--- src/sv/mpura_pkg.sv ---
`timescale 1ns / 1ps
package mpura_pkg;

	// Default table depth
	localparam int REGION_COUNT_DEF = 8;

	// Width of the load index field
	localparam int LOAD_IDX_W = 3;

	// Region number reported when nothing matches
	localparam logic [7:0] NO_REGION = 8'hFF;

	// Largest size field that still takes part in matching
	localparam logic [4:0] MAX_SIZE_FIELD = 5'd30;

	// Fault status bit that marks the fault address valid
	localparam int ADDR_VALID_BIT = 7;

	// Item function codes
	localparam logic FUNC_LOAD   = 1'b0;
	localparam logic FUNC_LOOKUP = 1'b1;

	// One region entry: base word and attribute word
	typedef struct packed {
		logic [31:0] base;
		logic [31:0] attr;
	} region_entry_t;

	// Write port of the region table
	typedef struct packed {
		logic                  en;
		logic [LOAD_IDX_W-1:0] idx;
		region_entry_t         entry;
	} table_wr_t;

endpackage

--- src/sv/mpura_table.sv ---
`timescale 1ns / 1ps
module mpura_table #(
	parameter int REGION_COUNT = mpura_pkg::REGION_COUNT_DEF,
	parameter int IDX_W        = (REGION_COUNT > 1) ? $clog2(REGION_COUNT) : 1
) (
	input  logic                      clk,
	input  logic                      arst_n,
	input  mpura_pkg::table_wr_t      wr,
	input  logic [IDX_W-1:0]          rd_idx,
	output mpura_pkg::region_entry_t  rd_entry
);
	import mpura_pkg::*;

	localparam int CMP_W = (IDX_W > LOAD_IDX_W) ? IDX_W : LOAD_IDX_W;

	logic [31:0] base_q [REGION_COUNT];
	logic [31:0] attr_q [REGION_COUNT];

	// Clear attribute words on reset so every region starts disabled
	always_ff @(posedge clk or negedge arst_n) begin
		if (!arst_n) begin
			for (int i = 0; i < REGION_COUNT; i++) begin
				attr_q[i] <= '0;
			end
		end else if (wr.en) begin
			for (int i = 0; i < REGION_COUNT; i++) begin
				if (CMP_W'(wr.idx) == CMP_W'(i)) begin
					attr_q[i] <= wr.entry.attr;
				end
			end
		end
	end

	// Hold base words; a base only takes part in matching once its region is enabled
	always_ff @(posedge clk) begin
		if (wr.en) begin
			for (int i = 0; i < REGION_COUNT; i++) begin
				if (CMP_W'(wr.idx) == CMP_W'(i)) begin
					base_q[i] <= wr.entry.base;
				end
			end
		end
	end

	// Read the entry under scan
	always_comb begin
		rd_entry.base = base_q[rd_idx];
		rd_entry.attr = attr_q[rd_idx];
	end

endmodule

--- src/sv/mpura_match.sv ---
`timescale 1ns / 1ps
module mpura_match (
	input  logic [31:0]              addr,
	input  mpura_pkg::region_entry_t entry,
	output logic                     hit
);
	import mpura_pkg::*;

	logic [4:0]  size_f;
	logic [31:0] base;
	logic [31:0] diff;
	logic [32:0] limit;

	// Decode the region and test base <= addr < base + size, for an enabled region with size field up to 30
	always_comb begin
		size_f = entry.attr[5:1];
		base   = {entry.base[31:5], 5'b0};
		diff   = addr - base;
		limit  = 33'd1 << (6'(size_f) + 6'd1);
		hit    = entry.attr[0] && (size_f <= MAX_SIZE_FIELD) && (addr >= base)
			&& ({1'b0, diff} < limit);
	end

endmodule

--- src/sv/mpu_region_address_match.sv ---
`timescale 1ns / 1ps
// Load beat: the entry is written at the accepting edge and done pulses in the next cycle;
// a new beat may be started in every cycle. Lookup beat: one region is checked per cycle,
// from region 0, by the shared match unit; the scan stops at the first hit or after the last
// region, and done then pulses; busy is high until then.
// The receiver cannot stall: each result is shown for one cycle with done high.
// Reset clears every attribute word (all regions disabled), idles the sequencer, drops done.
module mpu_region_address_match #(
	parameter int REGION_COUNT = mpura_pkg::REGION_COUNT_DEF
) (
	input  logic        clk,
	input  logic        arst_n,
	input  logic        start,
	output logic        busy,
	input  logic        func,
	input  logic [2:0]  region_index,
	input  logic [31:0] load_base_word,
	input  logic [31:0] load_attr_word,
	input  logic [31:0] fault_address,
	input  logic [31:0] program_counter,
	input  logic [31:0] fault_status,
	output logic        done,
	output logic        match_found,
	output logic [7:0]  region_number,
	output logic [31:0] hit_base_word,
	output logic [31:0] hit_attr_word
);
	import mpura_pkg::*;

	localparam int IDX_W = (REGION_COUNT > 1) ? $clog2(REGION_COUNT) : 1;
	localparam logic [IDX_W-1:0] LAST_IDX = IDX_W'(REGION_COUNT - 1);

	typedef enum logic [1:0] {
		ST_IDLE = 2'b01,
		ST_SCAN = 2'b10
	} state_t;

	state_t             state_q;
	logic [IDX_W-1:0]   cnt_q;
	logic [31:0]        addr_q;
	logic               done_q;
	logic               match_q;
	logic [7:0]         number_q;
	logic [31:0]        base_q;
	logic [31:0]        attr_q;

	logic               accept;
	table_wr_t          wr;
	region_entry_t      rd_entry;
	logic               hit;

	assign busy   = (state_q != ST_IDLE);
	assign accept = start && !busy;

	// Write port driven straight from a load beat
	always_comb begin
		wr.en         = accept && (func == FUNC_LOAD);
		wr.idx        = region_index;
		wr.entry.base = load_base_word;
		wr.entry.attr = load_attr_word;
	end

	mpura_table #(
		.REGION_COUNT(REGION_COUNT),
		.IDX_W       (IDX_W)
	) u_table (
		.clk     (clk),
		.arst_n  (arst_n),
		.wr      (wr),
		.rd_idx  (cnt_q),
		.rd_entry(rd_entry)
	);

	mpura_match u_match (
		.addr (addr_q),
		.entry(rd_entry),
		.hit  (hit)
	);

	// Sequencer: answer a load beat with done, start a scan on a lookup beat, stop at the first hit or the last region
	always_ff @(posedge clk or negedge arst_n) begin
		if (!arst_n) begin
			state_q <= ST_IDLE;
			cnt_q   <= '0;
			done_q  <= 1'b0;
		end else begin
			done_q <= 1'b0;
			case (state_q)
				ST_IDLE: begin
					if (accept) begin
						cnt_q <= '0;
						if (func == FUNC_LOOKUP) begin
							state_q <= ST_SCAN;
						end else begin
							done_q <= 1'b1;
						end
					end
				end
				ST_SCAN: begin
					if (hit || (cnt_q == LAST_IDX)) begin
						state_q <= ST_IDLE;
						done_q  <= 1'b1;
					end else begin
						cnt_q <= cnt_q + IDX_W'(1);
					end
				end
				default: begin
					state_q <= ST_IDLE;
				end
			endcase
		end
	end

	// Capture the search address and the result fields
	always_ff @(posedge clk) begin
		if (accept) begin
			addr_q   <= fault_status[ADDR_VALID_BIT] ? fault_address : program_counter;
			match_q  <= 1'b0;
			number_q <= NO_REGION;
			base_q   <= '0;
			attr_q   <= '0;
		end else if ((state_q == ST_SCAN) && hit) begin
			match_q  <= 1'b1;
			number_q <= 8'(cnt_q);
			base_q   <= rd_entry.base;
			attr_q   <= rd_entry.attr;
		end
	end

	assign done          = done_q;
	assign match_found   = match_q;
	assign region_number = number_q;
	assign hit_base_word = base_q;
	assign hit_attr_word = attr_q;

`ifndef SYNTHESIS
	a_done_idle: assert property (@(posedge clk) disable iff (!arst_n)
		done |-> !busy)
		else $error("result beat while the sequencer is busy");

	a_accept_progress: assert property (@(posedge clk) disable iff (!arst_n)
		(start && !busy) |=> (busy || done))
		else $error("accepted beat neither scanned nor answered");

	a_miss_fields: assert property (@(posedge clk) disable iff (!arst_n)
		(done && !match_found) |->
			(region_number == NO_REGION && hit_base_word == '0 && hit_attr_word == '0))
		else $error("miss result carries region data");

	a_hit_enabled: assert property (@(posedge clk) disable iff (!arst_n)
		(done && match_found) |->
			(hit_attr_word[0] && region_number < 8'(REGION_COUNT)))
		else $error("hit reports a disabled or out-of-range region");
`endif

endmodule

--- config.mk ---
export PLATFORM = sky130hd
export DESIGN_NAME = mpu_region_address_match
export DESIGN_NICKNAME = d
export VERILOG_FILES = /design/src/sv/mpura_pkg.sv /design/src/sv/mpura_table.sv /design/src/sv/mpura_match.sv /design/src/sv/mpu_region_address_match.sv
export SDC_FILE = /design/constraint.sdc
export NUM_CORES = 1
export LEC_CHECK = 0
export BUFFER_PORTS_ARGS = -buffer_cell sky130_fd_sc_hd__buf_2
export CAP_MARGIN = 15
export CORE_UTILIZATION = 45
export DETAILED_ROUTE_END_ITERATION = 10
export GPL_TIMING_DRIVEN = 0
export PLACE_DENSITY = 0.66
export SETUP_SLACK_MARGIN = 0.15
export SLEW_MARGIN = 10
export SYNTH_ARGS = -nofsm -noshare
export SYNTH_HDL_FRONTEND = slang
export SYNTH_HIERARCHICAL = 1
export SYNTH_SLANG_ARGS = --single-unit
--- constraint.sdc ---
create_clock -name clk -period 6.8 [get_ports clk]
set_input_delay 0.34 -clock clk [delete_from_list [all_inputs] [get_ports clk]]
set_output_delay 0.34 -clock clk [all_outputs]
set_load 0.02 [all_outputs]
---- Word-level counts from Yosys, hierarchy flattened ----
Memory sizes are Yosys's and may differ from the RTL's.
Cells that the tools add are included.
storage, ports and cells
  input bits .............................. 167
  bits in latches ......................... 0
  register bits ........................... 367
  logic and storage cells ................. 129
  memory bits (read-only) ................. 0
  RAM bits ................................ 256
  memories ................................ 1
  output and inout bits ................... 75
memory list
  memory          depth  bits a word  read ports  clocked after memory_dff  write ports  line               source
  u_table.base_q  8      32           1           0                         1            mpura_table.sv:16  logic [31:0] base_q [REGION_COUNT];
operators by class
  shifts and indexed selects .............. 1
  mux-type cells .......................... 60
  $lt $le $gt $ge ......................... 4
  bitwise operators ....................... 2
  add/sub/neg operators ................... 3
  multiply operators ...................... 0
  equal/unequal tests ..................... 15
  reductions and logical operators ........ 27
  div/mod/pow operators ................... 0
operators with widths
  kind                  count
  $mux 32               10
  $reduce_or 32->1      7
  $bmux 32 s3           1
  $mux 1                34
  $lt 32x33->1          1
  $shl 1x6->33 const A  1
  $ge 32x32->1          1
  $sub 32x32->32        1
  $mux 3                9
  $reduce_and 2->1      8
  $eq 3x3->1 const B    5
  $ne 2x2->1 const B    4
  $add 5x1->6 const B   1
  $eq 3x2->1 const B    2
  $logic_and 1x1->1     6
  $mux 2                3
  $pmux 3 s2            1
  $reduce_and 3->1      2
  $le 5x5->1 const B    1
  $ge 4x4->1 const B    1
  $not 3->4             1
  $pmux 2 s2            1
  $add 3x1->3 const B   1
  $eq 3x1->1 const B    1
  9 further kinds       9

---- Depth between registers and ports, before layout ----
Gate-level depths: netlist (run 1).
  word-level depth ........................ 14
  mapped depth ............................ 25
  depth with buffers taken out ............ 20

---- Hierarchy ----
Netlist (run 1), hierarchy kept.
modules (own cells, without submodules)
  module                    area an instance (µm²)  cells an instance  instances
  mpura_table               21075.2                 1038               1
  mpu_region_address_match  4130.2                  402                1
  mpura_match               2571.2                  363                1

---- Least setup slack after synthesis (run 1) ----
No wires, ideal clock.
  kind .................................... register -> register
  start point ............................. register cnt_q[0]
  end point ............................... register cnt_q[0]
  library setup time ...................... 125 ps
  slack ................................... 1419 ps
  cell stages (with the launch flop) ...... 24
  clock period less this slack ............ 5381 ps
  data arrival time ....................... 5256 ps
  required time ........................... 6675 ps
  cells stage by stage .................... dfrtp_1 buf_4 buf_6 mux4_2 mux2_2 inv_1 ha_1 buf_2 and4_4 and2_4 a311oi_4 nand2_2 a21o_1 a311o_1 ha_1 a21o_1 nand3_1 a21oi_1 o31ai_1 o211ai_1 a311oi_1 o21ai_0 o21ai_2 mux2_4
RTL lines
  item                    line                             source
  start, declared         mpu_region_address_match.sv:39   logic [IDX_W-1:0] cnt_q;
  start signal, assigned  mpu_region_address_match.sv:104  cnt_q <= cnt_q + IDX_W'(1);

==> out/summary.txt, run 1 <==
post-route core utilization: 0.538
clock tree from TritonCTS: done
Post-Route Setup TNS: 0 ns
worst-case clock buffer depth: 3
effective utilization at floorplan: 0.458
DIE HEIGHT: 250 um
count of H-tree levels built during CTS: 3
R2R depth: 22
final-layout worst hold slack: 0.0286 ns
worst setup path class: reg -> reg
startpoint kind of the worst setup timing path: flip-flop
CP Cell Sequence: buf_2, buf_1, mux4_2, mux2_2, inv_1, ha_1, a211oi_1, o21bai_1, or4_1, a41o_1, a41o_1, xor2_1, ha_1, a221oi_1, o211ai_1, a311oi_2, buf_4, and2_4, buf_6, buf_6, nand2_1, a21oi_1
fraction of layout cells with a size suffix above 1: 0.414
top area cells in the synthesized netlist: sky130_fd_sc_hd__edfxtp_1 (31%), sky130_fd_sc_hd__dfrtp_1 (24%), sky130_fd_sc_hd__mux2_2 (14%), sky130_fd_sc_hd__mux4_2 (10%), sky130_fd_sc_hd__dfxtp_1 (5.0%)
number of distinct standard cells referenced by the synthesized netlist: 75
most frequent standard cell in the layout excluding fill and tap cells: sky130_fd_sc_hd__mux2_2
reported max-cap violation count: 0
number of sinks handled by clock tree synthesis: 619
number of buffers inserted during clock tree synthesis: 67
slowest library cell on the worst path: sky130_fd_sc_hd__buf_1
maximum fanout count along the critical path: 10
number of optimization iterations in the first detailed-route pass: 5
kind of path behind the tightest hold check: in -> reg
maximum clock rate: 157 MHz
area used by multi-input combinational logic: 10400 sq um
antenna-violating nets left: 0
remaining global-route overflow: 0
final count of pins violating max slew: 0
total DRC errors in the routed layout: 0
worst supply voltage drop on vdd: 0.000211 V
flip-flop cell with the highest count after synthesis: sky130_fd_sc_hd__edfxtp_1
nets@finish: 2356
crit path time final: 6.37 ns
RSZ-0062 raised after global routing: no
insertion delay to the later sink of the worst-skew pair: 0.62 ns
sequential area share after synthesis: 0.597
total detailed-routing wirelength: 69700 um
Starting DRT DRC Count: 1204
Crit path required time: 7.35 ns
Avg WL per Cell: 23.5 um
startpoint of the lowest-slack register-to-register path: cnt_q[2]
Overall Power: 12800 uW
number of placed I/O pins: 242
worst-case hold path end point: addr_q[8]
slack of the worst reg-to-reg path: 0.43 ns
share of synthesized registers carrying an async set or reset: 0.423
measured slew at the worst slew-check pin: 1.04 ns
GRT Util Overall: 0.228
portion of synthesized cell area occupied by the leading cell type: 0.311
reg2reg end: hit_attr_word[22]
pwr/cell area: 393 nW/um^2
critical path endpoint category: flip-flop
fill cell count: 4892
depth of the worst hold-timing path: 2
total number of vias: 16700
clock input transition at the sequential cells of the worst setup and hold paths: 0.06 ns
part of the cycle the worst path needs: 0.936
global placement routability congestion: 0.891
area delta synth->final: 17.5%
area enclosed by the die boundary: 62700 sq um
number of standard-cell rows in the floorplan: 90
number of placed instances with taps included: 2798
Post-Syn Nets: 2033
Warnings, synthesis: 6
master cell of the clock root buffer: sky130_fd_sc_hd__clkbuf_16
top library cells by usage in the layout, fill and taps aside: sky130_fd_sc_hd__mux2_2 (350), sky130_fd_sc_hd__edfxtp_1 (288), sky130_fd_sc_hd__dfrtp_1 (261), sky130_fd_sc_hd__buf_2 (251), sky130_fd_sc_hd__nand2_1 (184)
DPL Wire Length: 46500 um
Cell Count, Final, Fillers Out: 2964
clock skew after layout: 0.0303 ns
core box area: 60700 sq um
mean instance size in the synthesized netlist: 15.4 sq um
number of synthesized flops with an enable pin: 288
synthesized area: 27800 sq um
leak pwr: 0.0131 uW
largest stage delay on the critical path: 0.70 ns
Gate Count Post-Synth: 1803
Setup Viol. Count Final: 0
Yosys reg bits: 619
arrival time of the worst setup path: 6.92 ns
count of endpoints failing hold in the final timing report: 0
Hold Crit Start: program_counter[8]
pin count of the biggest net entering global routing: 117
via density per instance: 5.62
vias in the first global route: 17500
global-route wire length before repair: 107000 um
leading area contributor after synthesis: sky130_fd_sc_hd__edfxtp_1
result of the run: complete, no violations
number of antenna violations at the first check in global routing: 10
worst-case headroom to the max-slew limit: 0.309
area used by sequential logic in the layout: 16600 sq um
Port-buffer cells: 206
Die Wd: 250 um
logic make-up (layout without fill, tap and decap cells):
kind of cell	Yosys count	after routing	share of synthesized area
buf+inv	153	530	0.0297
other cells	0	2	0
compound gates	180	180	0.0426
simple gates	280	280	0.0460
fa+ha+maj	63	63	0.0286
xor+xnor	21	21	0.00662
flops	619	619	0.597
mux	487	487	0.249
flip-flops by register name, summed over array words and instances (netlist names):
name / cells
hit_base_word: 32
state_q: 2
hit_attr_word: 32
addr_q: 32
u_table/attr_q: 256
region_number: 4
done: 1
cnt_q: 3
u_table/base_q: 256
match_found: 1
area by class of cell:
cell class / instances / share of cell area
Sequential cell: 619 / 0.508
Multi-Input combinational cell: 1031 / 0.318
Clock buffer: 97 / 0.0573
Timing Repair Buffer: 254 / 0.0492
Tap cell: 782 / 0.0300
Buffer: 107 / 0.0206
Clock inverter: 26 / 0.0110
Inverter: 46 / 0.00529
Antenna cell: 2 / 0.000153
repair_timing:
item	4_1_cts	5_1_grt
endpoints found under the hold margin	314	0
pin swaps	0	1
hold buffers	40	0
buffers inserted	0	1
resized for setup	6	4
setup endpoints to repair	61	73
power breakdown:
group	internal (uW)	switching [uW]
sequential	4760	395
clock	2170	1520
combinational	2040	1930
Yosys cell counts (5+ instances only):
library cell / instances
sky130_fd_sc_hd__buf_2: 44
sky130_fd_sc_hd__dfxtp_1: 69
sky130_fd_sc_hd__dfrtp_1: 261
sky130_fd_sc_hd__o21ai_0: 19
sky130_fd_sc_hd__o21a_1: 6
sky130_fd_sc_hd__mux2i_1: 5
sky130_fd_sc_hd__edfxtp_1: 288
sky130_fd_sc_hd__a211oi_1: 11
sky130_fd_sc_hd__mux4_2: 128
sky130_fd_sc_hd__ha_1: 62
sky130_fd_sc_hd__nor2b_1: 6
sky130_fd_sc_hd__a21o_1: 19
sky130_fd_sc_hd__xnor2_1: 13
sky130_fd_sc_hd__clkbuf_1: 17
sky130_fd_sc_hd__a21oi_1: 84
sky130_fd_sc_hd__nor3_1: 8
sky130_fd_sc_hd__buf_4: 20
sky130_fd_sc_hd__xor2_1: 8
sky130_fd_sc_hd__mux2_2: 350
sky130_fd_sc_hd__nor2_1: 26
sky130_fd_sc_hd__buf_6: 16
sky130_fd_sc_hd__inv_1: 45
sky130_fd_sc_hd__nand3_1: 9
sky130_fd_sc_hd__nand4_1: 9
sky130_fd_sc_hd__nand2_1: 184
sky130_fd_sc_hd__buf_1: 10
metrics by stage:
step	worst slack [ns]	cell area [sq um]
5_1_grt	0.152	32600
3_5_place_dp	0.128	30000
2_1_floorplan	1.42	27800
4_1_cts	0.197	32600
3_3_place_gp	0.136	29800
6_report	0.434	32600
critical path, delay by kind of cell (launching register included):
family	cells	cell delay (ns)
adder cells (fa/ha/maj)	2	0.64
XOR/XNOR	1	0.14
multiplexers	2	0.74
AND/OR/NAND/NOR	3	0.83
buffers and inverters	6	1.72
flip-flops	1	0.40
AO/OA/AOI/OAI	8	1.80
worst max-delay path by stage:
| stage | to | start | depth (start not counted) |
|---|---|---|---|
| final | hit_attr_word[22] | cnt_q[2] | 22 |
| after floorplan | cnt_q[0] | cnt_q[0] | 23 |
| after global placement | hit_attr_word[22] | cnt_q[1] | 23 |
| after detailed placement | hit_base_word[2] | cnt_q[1] | 22 |
| after CTS | hit_base_word[2] | cnt_q[0] | 24 |
| after global routing | hit_attr_word[28] | cnt_q[0] | 26 |
metal layers:
layer	part of all wire	wire length, um	vias to the layer above	GRT usage
met3	0.052	3650	91	0.0407
met1	0.42	29500	8653	0.297
met2	0.50	35000	431	0.389
met4	0.021	1470	16	0.0671
li1	-	-	7471	-
met5	0.0014	101	-	0
No activity file was read; power rests on OpenSTA's default activity.
==> inputs of run 2 (changes only) <==
--- a/config.mk
+++ b/config.mk
@@ -15,5 +15,4 @@
 export SLEW_MARGIN = 10
 export SYNTH_ARGS = -nofsm -noshare
 export SYNTH_HDL_FRONTEND = slang
-export SYNTH_HIERARCHICAL = 1
 export SYNTH_SLANG_ARGS = --single-unit
==> run 2 against run 1 <==
Worst setup slack improved by 0.033 ns. Design area rose by 1.2%. Register-to-register slack improved by 0.03 ns. Highest routed layer unchanged.
==> out/summary.txt, run 2 <==
via density per instance: 5.56
Clock Power Share: 0.290
leading cell type by number of instances after synthesis: sky130_fd_sc_hd__nand2_1
number of placed instances with taps included: 3127
part of the cycle the worst path needs: 0.931
leak pwr: 0.0134 uW
Warnings, synthesis: 0
nets@finish: 2703
Post-Syn Nets: 2356
area enclosed by the die boundary: 62800 sq um
most frequent standard cell in the layout excluding fill and tap cells: sky130_fd_sc_hd__nand2_1
Cell Count, Final, Fillers Out: 3313
vias in the first global route: 18800
Reg power frac: 0.427
top area cells in the synthesized netlist: sky130_fd_sc_hd__edfxtp_1 (31%), sky130_fd_sc_hd__dfrtp_1 (23%), sky130_fd_sc_hd__mux4_2 (10%), sky130_fd_sc_hd__nand2_1 (8.6%), sky130_fd_sc_hd__dfxtp_1 (5.0%)
DIE HEIGHT: 251 um
worst setup path class: reg -> reg
GRT Util Overall: 0.238
internal power: 8390 uW
remaining global-route overflow: 0
clock input transition at the sequential cells of the worst setup and hold paths: 0.06 ns
share of synthesized registers carrying an async set or reset: 0.423
number of sinks handled by clock tree synthesis: 619
area delta synth->final: 18.7%
master cell of the clock root buffer: sky130_fd_sc_hd__clkbuf_16
fraction of layout cells with a size suffix above 1: 0.290
P_sw: 3860 uW
sequential area share after synthesis: 0.596
number of standard-cell rows in the floorplan: 90
kind of path behind the tightest hold check: in -> reg
Gate Count Post-Synth: 2126
Logic pwr share: 0.283
mean instance size in the synthesized netlist: 13.1 sq um
measured slew at the worst slew-check pin: 1.21 ns
final-layout worst hold slack: 0.0230 ns
critical path endpoint category: flip-flop
arrival time of the worst setup path: 6.82 ns
Port-buffer cells: 209
pwr/cell area: 371 nW/um^2
total detailed-routing wirelength: 73900 um
clock skew after layout: 0.0342 ns
leading area contributor after synthesis: sky130_fd_sc_hd__edfxtp_1
final worst slack: 0.467 ns
pin count of the biggest net entering global routing: 102
total DRC errors in the routed layout: 0
largest stage delay on the critical path: 0.46 ns
flip-flop cell with the highest count after synthesis: sky130_fd_sc_hd__edfxtp_1
biggest regs: u_table.attr_q (256), u_table.base_q (256)
maximum clock rate: 158 MHz
Avg WL per Cell: 22.3 um
portion of synthesized cell area occupied by the leading cell type: 0.311
number of antenna violations at the first check in global routing: 6
global placement routability congestion: 0.858
Post-Route Setup TNS: 0 ns
reported max-cap violation count: 0
leading cell types by count after synthesis: sky130_fd_sc_hd__nand2_1 (634), sky130_fd_sc_hd__edfxtp_1 (288), sky130_fd_sc_hd__dfrtp_1 (261)
top library cells by usage in the layout, fill and taps aside: sky130_fd_sc_hd__nand2_1 (634), sky130_fd_sc_hd__edfxtp_1 (288), sky130_fd_sc_hd__dfrtp_1 (260), sky130_fd_sc_hd__buf_2 (223), sky130_fd_sc_hd__mux4_2 (128)
CP Cell Sequence: buf_4, clkbuf_4, clkbuf_2, mux4_2, mux2i_4, ha_1, nand2_1, o21ai_1, a222oi_1, a21oi_2, o221ai_1, a21o_1, o311ai_1, ha_1, a211o_1, o211ai_1, a21oi_1, o21ai_0, a21boi_4, and4_4, buf_12, buf_12, mux2i_1, nand2_1
count of H-tree levels built during CTS: 3
effective utilization at floorplan: 0.458
number of distinct standard cells referenced by the synthesized netlist: 66
Net Sw Frac: 0.315
final count of pins violating max slew: 0
fill cell count: 4943
global-route wire length before repair: 112000 um
Crit path required time: 7.29 ns
Starting DRT DRC Count: 1518
RSZ-0062 raised after global routing: no
number of buffers inserted during clock tree synthesis: 68
antenna-violating nets left: 0
clock tree from TritonCTS: done
Setup Viol. Count Final: 0
count of endpoints failing hold in the final timing report: 0
worst-case headroom to the max-slew limit: 0.194
core box area: 60700 sq um
total number of vias: 18400
result of the run: complete, no violations
maximum fanout count along the critical path: 10
total buffers and inverters traversed by the critical path: 5
Die Wd: 251 um
number of placed I/O pins: 242
worst-case clock buffer depth: 3
crit path time final: 6.33 ns
startpoint kind of the worst setup timing path: flip-flop
number of synthesized flops with an enable pin: 288
family with the most delay on the worst path: compound AO/OA/AOI/OAI gates
synthesized area: 27800 sq um
Overall Power: 12200 uW
number of optimization iterations in the first detailed-route pass: 7
post-place setup slack: -1.74 ns
Yosys reg bits: 619
insertion delay to the later sink of the worst-skew pair: 0.62 ns
worst supply voltage drop on vdd: 0.000178 V
DPL Wire Length: 49500 um
slowest library cell on the worst path: sky130_fd_sc_hd__dfrtp_2
## run 2: cell count changes in the layout (fill, tap and decap cells not counted), moves of 15 or more
| cell | delta |
|---|---|
| sky130_fd_sc_hd__a21oi_1 | -46 |
| sky130_fd_sc_hd__clkbuf_1 | +35 |
| sky130_fd_sc_hd__a211oi_2 | +55 |
| sky130_fd_sc_hd__buf_2 | -28 |
| sky130_fd_sc_hd__dlygate4sd3_1 | +15 |
| sky130_fd_sc_hd__mux2i_1 | +54 |
| sky130_fd_sc_hd__nor2_2 | +55 |
| sky130_fd_sc_hd__nand2_1 | +450 |
| sky130_fd_sc_hd__mux2_2 | -249 |
## run 2: timing repair
item	in CTS	in global routing
pin swaps	0	1
resized for setup	48	24
endpoints found under the hold margin	383	0
hold buffers	55	0
setup buffers	0	3
setup endpoints to repair	75	73
## run 2: power by group through the flow
stage | Sequential [uW] | Combinational (uW) | Clock, uW
after floorplan | 5150 | 2470 | 0
after global placement | 5230 | 3240 | 0
after detailed placement | 5270 | 3370 | 0
after CTS | 5220 | 3460 | 3600
after global routing | 5320 | 3840 | 3730
final | 5230 | 3470 | 3550
## run 2: worst paths after layout
path	start	to	slack [ns]	cells after the start
setup / recovery	cnt_q[1]	region_number[1]	0.47	24
min in group asynchronous	arst_n	u_table.attr_q[46]	0.24	2
hold / removal	load_attr_word[6]	u_table.attr_q[198]	0.02	3
setup reg to reg	cnt_q[1]	region_number[1]	0.47	24
max in group asynchronous	arst_n	cnt_q[1]	5.62	3
hold reg to reg	u_table.attr_q[165]	u_table.attr_q[165]	0.47	2
## run 2: per-stage QoR
stage / util / cell area (sq um)
4_1_cts: 0.543 / 32900
3_3_place_gp: 0.492 / 29800
6_report: 0.544 / 33000
3_5_place_dp: 0.496 / 30100
2_1_floorplan: - / 27800
5_1_grt: 0.544 / 33000
## run 2: logic make-up (layout without fill, tap and decap cells)
kind of cell               count (synthesis)  count (layout)  synth area share
xor gates and xnor gates                  22              22           0.00693
muxes                                    296             296             0.169
other                                      0               3                 0
DFF                                      619             619             0.596
AOI/OAI and AO/OA                        184             184            0.0553
adders and majority gates                 63              63            0.0286
and+or+nand+nor                          796             796             0.118
buffers and inverters                    146             548            0.0264
## run 2: final cells by class
type                            count  area (sq um)  share of cell area
Buffer                            116           708              0.0214
Multi-Input combinational cell   1361         10600               0.322
Tap cell                          782           978              0.0296
Sequential cell                   619         16600               0.502
Timing Repair Buffer              277          1860              0.0563
Clock buffer                      101          1940              0.0587
Inverter                           30           113             0.00341
Antenna cell                        3          7.51            0.000227
Clock inverter                     24           208             0.00629
## run 2: layer usage
| metal | share of wire | vias to the layer above | track usage | wire length (um) |
|---|---|---|---|---|
| li1 | - | 8304 | - | - |
| met1 | 0.41 | 9304 | 0.311 | 30600 |
| met2 | 0.49 | 668 | 0.399 | 36300 |
| met3 | 0.064 | 134 | 0.0421 | 4750 |
| met4 | 0.030 | 6 | 0.0827 | 2190 |
| met5 | 0.00046 | - | 0 | 34 |
## run 2: worst reg2reg max path, stage by stage, from the launching register on
cell                       delay [ns]
sky130_fd_sc_hd__dfrtp_2         0.46
sky130_fd_sc_hd__buf_4           0.28
sky130_fd_sc_hd__clkbuf_4        0.33
sky130_fd_sc_hd__clkbuf_2        0.36
sky130_fd_sc_hd__mux4_2          0.40
sky130_fd_sc_hd__mux2i_4         0.37
sky130_fd_sc_hd__ha_1            0.19
sky130_fd_sc_hd__nand2_1         0.06
sky130_fd_sc_hd__o21ai_1         0.36
sky130_fd_sc_hd__a222oi_1        0.16
sky130_fd_sc_hd__a21oi_2         0.28
sky130_fd_sc_hd__o221ai_1        0.20
sky130_fd_sc_hd__a21o_1          0.25
sky130_fd_sc_hd__o311ai_1        0.37
sky130_fd_sc_hd__ha_1            0.31
sky130_fd_sc_hd__a211o_1         0.26
sky130_fd_sc_hd__o211ai_1        0.08
sky130_fd_sc_hd__a21oi_1         0.08
sky130_fd_sc_hd__o21ai_0         0.16
sky130_fd_sc_hd__a21boi_4        0.30
sky130_fd_sc_hd__and4_4          0.29
sky130_fd_sc_hd__buf_12          0.19
sky130_fd_sc_hd__buf_12          0.19
sky130_fd_sc_hd__mux2i_1         0.22
sky130_fd_sc_hd__nand2_1         0.07
==> inputs of run 3 (changes only) <==
--- a/config.mk
+++ b/config.mk
@@ -10,7 +10,8 @@
 export CORE_UTILIZATION = 45
 export DETAILED_ROUTE_END_ITERATION = 10
 export GPL_TIMING_DRIVEN = 0
-export PLACE_DENSITY = 0.66
+export HOLD_SLACK_MARGIN = 0.06
+export PLACE_DENSITY = 0.68
 export SETUP_SLACK_MARGIN = 0.15
 export SLEW_MARGIN = 10
 export SYNTH_ARGS = -nofsm -noshare
==> constraint.sdc (replaced) <==
create_clock -name clk -period 5.55 [get_ports clk]
set_input_delay 0.2775 -clock clk [delete_from_list [all_inputs] [get_ports clk]]
set_output_delay 0.2775 -clock clk [all_outputs]
set_load 0.02 [all_outputs]
==> run 3 against run 2 <==
The flow now finishes with violations (setup timing). Clock power increased by 25%. Critical path depth increased by 2. Combinational power is 39% higher. Clock skew increased by 0.0033 ns. Design area increased by 7.2%. Maximum frequency is 9.2% higher. Sequential power increased by 22%. Largest cell class unchanged. Cell count increased by 4.6%. Utilization rose by 3.9 points. Via count increased by 4.6%.
==> out/summary.txt, run 3 (synthesized netlist as in run 2, its figures left out) <==
fraction of layout cells with a size suffix above 1: 0.324
P_sw: 4930 uW
final design area excluding fillers: 35400 sq um
arrival time of the worst setup path: 6.31 ns
maximum clock rate: 172 MHz
final count of pins violating max slew: 0
worst supply voltage drop on vdd: 0.000219 V
crit path time final: 5.80 ns
count of endpoints failing hold in the final timing report: 0
remaining global-route overflow: 0
dpl cell area: 30100 sq um
Overall Power: 15700 uW
internal power: 10800 uW
vias in the first global route: 19800
clock skew after layout: 0.0375 ns
RSZ-0062 raised after global routing: yes
clock input transition at the sequential cells of the worst setup and hold paths: 0.06 ns
number of sinks handled by clock tree synthesis: 619
number of placed I/O pins: 242
R2R depth: 26
Port-buffer cells: 209
Setup Viol. Count Final: 75
nets@finish: 2857
GRT Util Overall: 0.249
Clock Power Share: 0.283
maximum fanout count along the critical path: 10
worst-case hold path end point: state_q[1]
depth of the worst hold-timing path: 3
failing checks: setup timing
number of standard-cell rows in the floorplan: 90
final worst slack: -0.252 ns
worst-case clock buffer depth: 3
layer carrying the most global-route usage: met2
area delta synth->final: 27.2%
area enclosed by the die boundary: 62800 sq um
measured slew at the worst slew-check pin: 1.21 ns
most frequent standard cell in the layout excluding fill and tap cells: sky130_fd_sc_hd__nand2_1
effective utilization at floorplan: 0.458
met3 track utilization from global routing: 0.0443
DIE HEIGHT: 251 um
part of the cycle the worst path needs: 1.05
Crit path required time: 6.06 ns
startpoint of the lowest-slack register-to-register path: cnt_q[0]
global placement routability congestion: 0.848
Die Wd: 251 um
number of optimization iterations in the first detailed-route pass: 5
post-route core utilization: 0.583
global-route wire length before repair: 118000 um
worst setup path class: reg -> reg
Logic pwr share: 0.309
Avg WL per Cell: 22.3 um
result of the run: finished, violations left
number of antenna violations at the first check in global routing: 5
top library cells by usage in the layout, fill and taps aside: sky130_fd_sc_hd__nand2_1 (632), sky130_fd_sc_hd__edfxtp_1 (288), sky130_fd_sc_hd__dfrtp_1 (260), sky130_fd_sc_hd__buf_2 (219), sky130_fd_sc_hd__dlygate4sd3_1 (130)
total DRC errors in the routed layout: 0
master cell of the clock root buffer: sky130_fd_sc_hd__clkbuf_16
pin count of the biggest net entering global routing: 113
biggest regs: u_table.attr_q (256), u_table.base_q (256)
critical path endpoint category: flip-flop
met1 Resource Use GR: 0.325
Starting DRT DRC Count: 1567
worst-case headroom to the max-slew limit: 0.190
clock tree from TritonCTS: done
slack of the worst reg-to-reg path: -0.25 ns
pwr/cell area: 443 nW/um^2
insertion delay to the later sink of the worst-skew pair: 0.61 ns
via density per instance: 5.56
reg2reg end: hit_attr_word[5]
antenna-violating nets left: 0
total number of vias: 19300
Reg power frac: 0.408
count of H-tree levels built during CTS: 3
startpoint kind of the worst setup timing path: flip-flop
reported max-cap violation count: 0
core box area: 60700 sq um
global routing met2 resource utilization: 0.423
Net Sw Frac: 0.314
Hold Crit Start: func
kind of path behind the tightest hold check: in -> reg
leak pwr: 0.0144 uW
DPL Wire Length: 49400 um
number of buffers inserted during clock tree synthesis: 67
total detailed-routing wirelength: 77200 um
-- run 3: layout make-up --
type,count,area [sq um]
diodes,4,10.0
plain buffers,116,918
clock buffers,98,1950
clock inverters,22,236
fillers,4709,25300
inverters,30,113
multi-input cells,1361,11000
flip-flops and latches,619,16600
well taps,782,978
repair buffers,432,3580
-- run 3: worst max-delay path, cell delays in order, from the launching register on --
cell and delay, ns:
sky130_fd_sc_hd__dfrtp_1 0.38, sky130_fd_sc_hd__buf_6 0.13, sky130_fd_sc_hd__buf_12 0.12, sky130_fd_sc_hd__clkbuf_16 0.18, sky130_fd_sc_hd__buf_16 0.16, sky130_fd_sc_hd__mux4_2 0.54, sky130_fd_sc_hd__mux2i_4 0.30, sky130_fd_sc_hd__ha_4 0.28
sky130_fd_sc_hd__buf_4 0.14, sky130_fd_sc_hd__a222oi_1 0.43, sky130_fd_sc_hd__a21oi_2 0.18, sky130_fd_sc_hd__o221ai_2 0.24, sky130_fd_sc_hd__a21o_1 0.24, sky130_fd_sc_hd__o21ai_1 0.11, sky130_fd_sc_hd__xnor2_1 0.14, sky130_fd_sc_hd__ha_1 0.29
sky130_fd_sc_hd__and4_1 0.22, sky130_fd_sc_hd__nand4_1 0.13, sky130_fd_sc_hd__buf_4 0.18, sky130_fd_sc_hd__nor3_4 0.15, sky130_fd_sc_hd__a21boi_4 0.10, sky130_fd_sc_hd__and4_4 0.24, sky130_fd_sc_hd__buf_12 0.15, sky130_fd_sc_hd__buf_12 0.14
sky130_fd_sc_hd__buf_8 0.14, sky130_fd_sc_hd__buf_6 0.12, sky130_fd_sc_hd__a311oi_2 0.23
-- run 3: per-layer routing --
metal | up-vias | share of wire | routed length (um)
li1 | 8616 | - | -
met1 | 9792 | 0.41 | 31700
met2 | 725 | 0.50 | 38400
met3 | 122 | 0.068 | 5230
met4 | 6 | 0.023 | 1800
met5 | - | 0.00049 | 38
-- run 3: power groups by stage --
stage	clock network, uW	registers (uW)	logic, uW
after floorplan	0	6310	3050
after global placement	0	6400	3970
after detailed placement	0	6460	4140
after CTS	4490	6390	4700
after global routing	4690	6510	5290
final	4440	6400	4840
-- run 3: worst max path at each step --
stage	from	cells past startpoint	end
2_1_floorplan	cnt_q[2]	23	region_number[0]
3_3_place_gp	cnt_q[1]	23	hit_base_word[30]
3_5_place_dp	cnt_q[1]	23	hit_base_word[27]
4_1_cts	cnt_q[0]	27	hit_attr_word[5]
5_1_grt	cnt_q[0]	28	hit_attr_word[7]
6_report	cnt_q[0]	26	hit_attr_word[5]
-- run 3: metrics by stage --
step	instances	hold WS [ns]	setup WS, ns	TNS, ns
floorplan	2126	-0.0181	0.155	0
global placement	3117	0.449	-2.25	-204.45
finish	3464	0.125	-0.252	-14.12
detailed placement	3127	0.255	-2.19	-154.69
global route	3460	0.154	-0.396	-24.86
CTS	3443	0.0774	-0.0819	-2.46
-- run 3: repair_timing --
| action | CTS | global route |
|---|---|---|
| setup buffers | 57 | 17 |
| gates cloned | 9 | 1 |
| gates resized for setup | 186 | 15 |
| endpoints found under the setup margin | 75 | 75 |
| hold endpoints to repair | 609 | 0 |
| hold buffers | 130 | 0 |
| pin swaps | 55 | 29 |
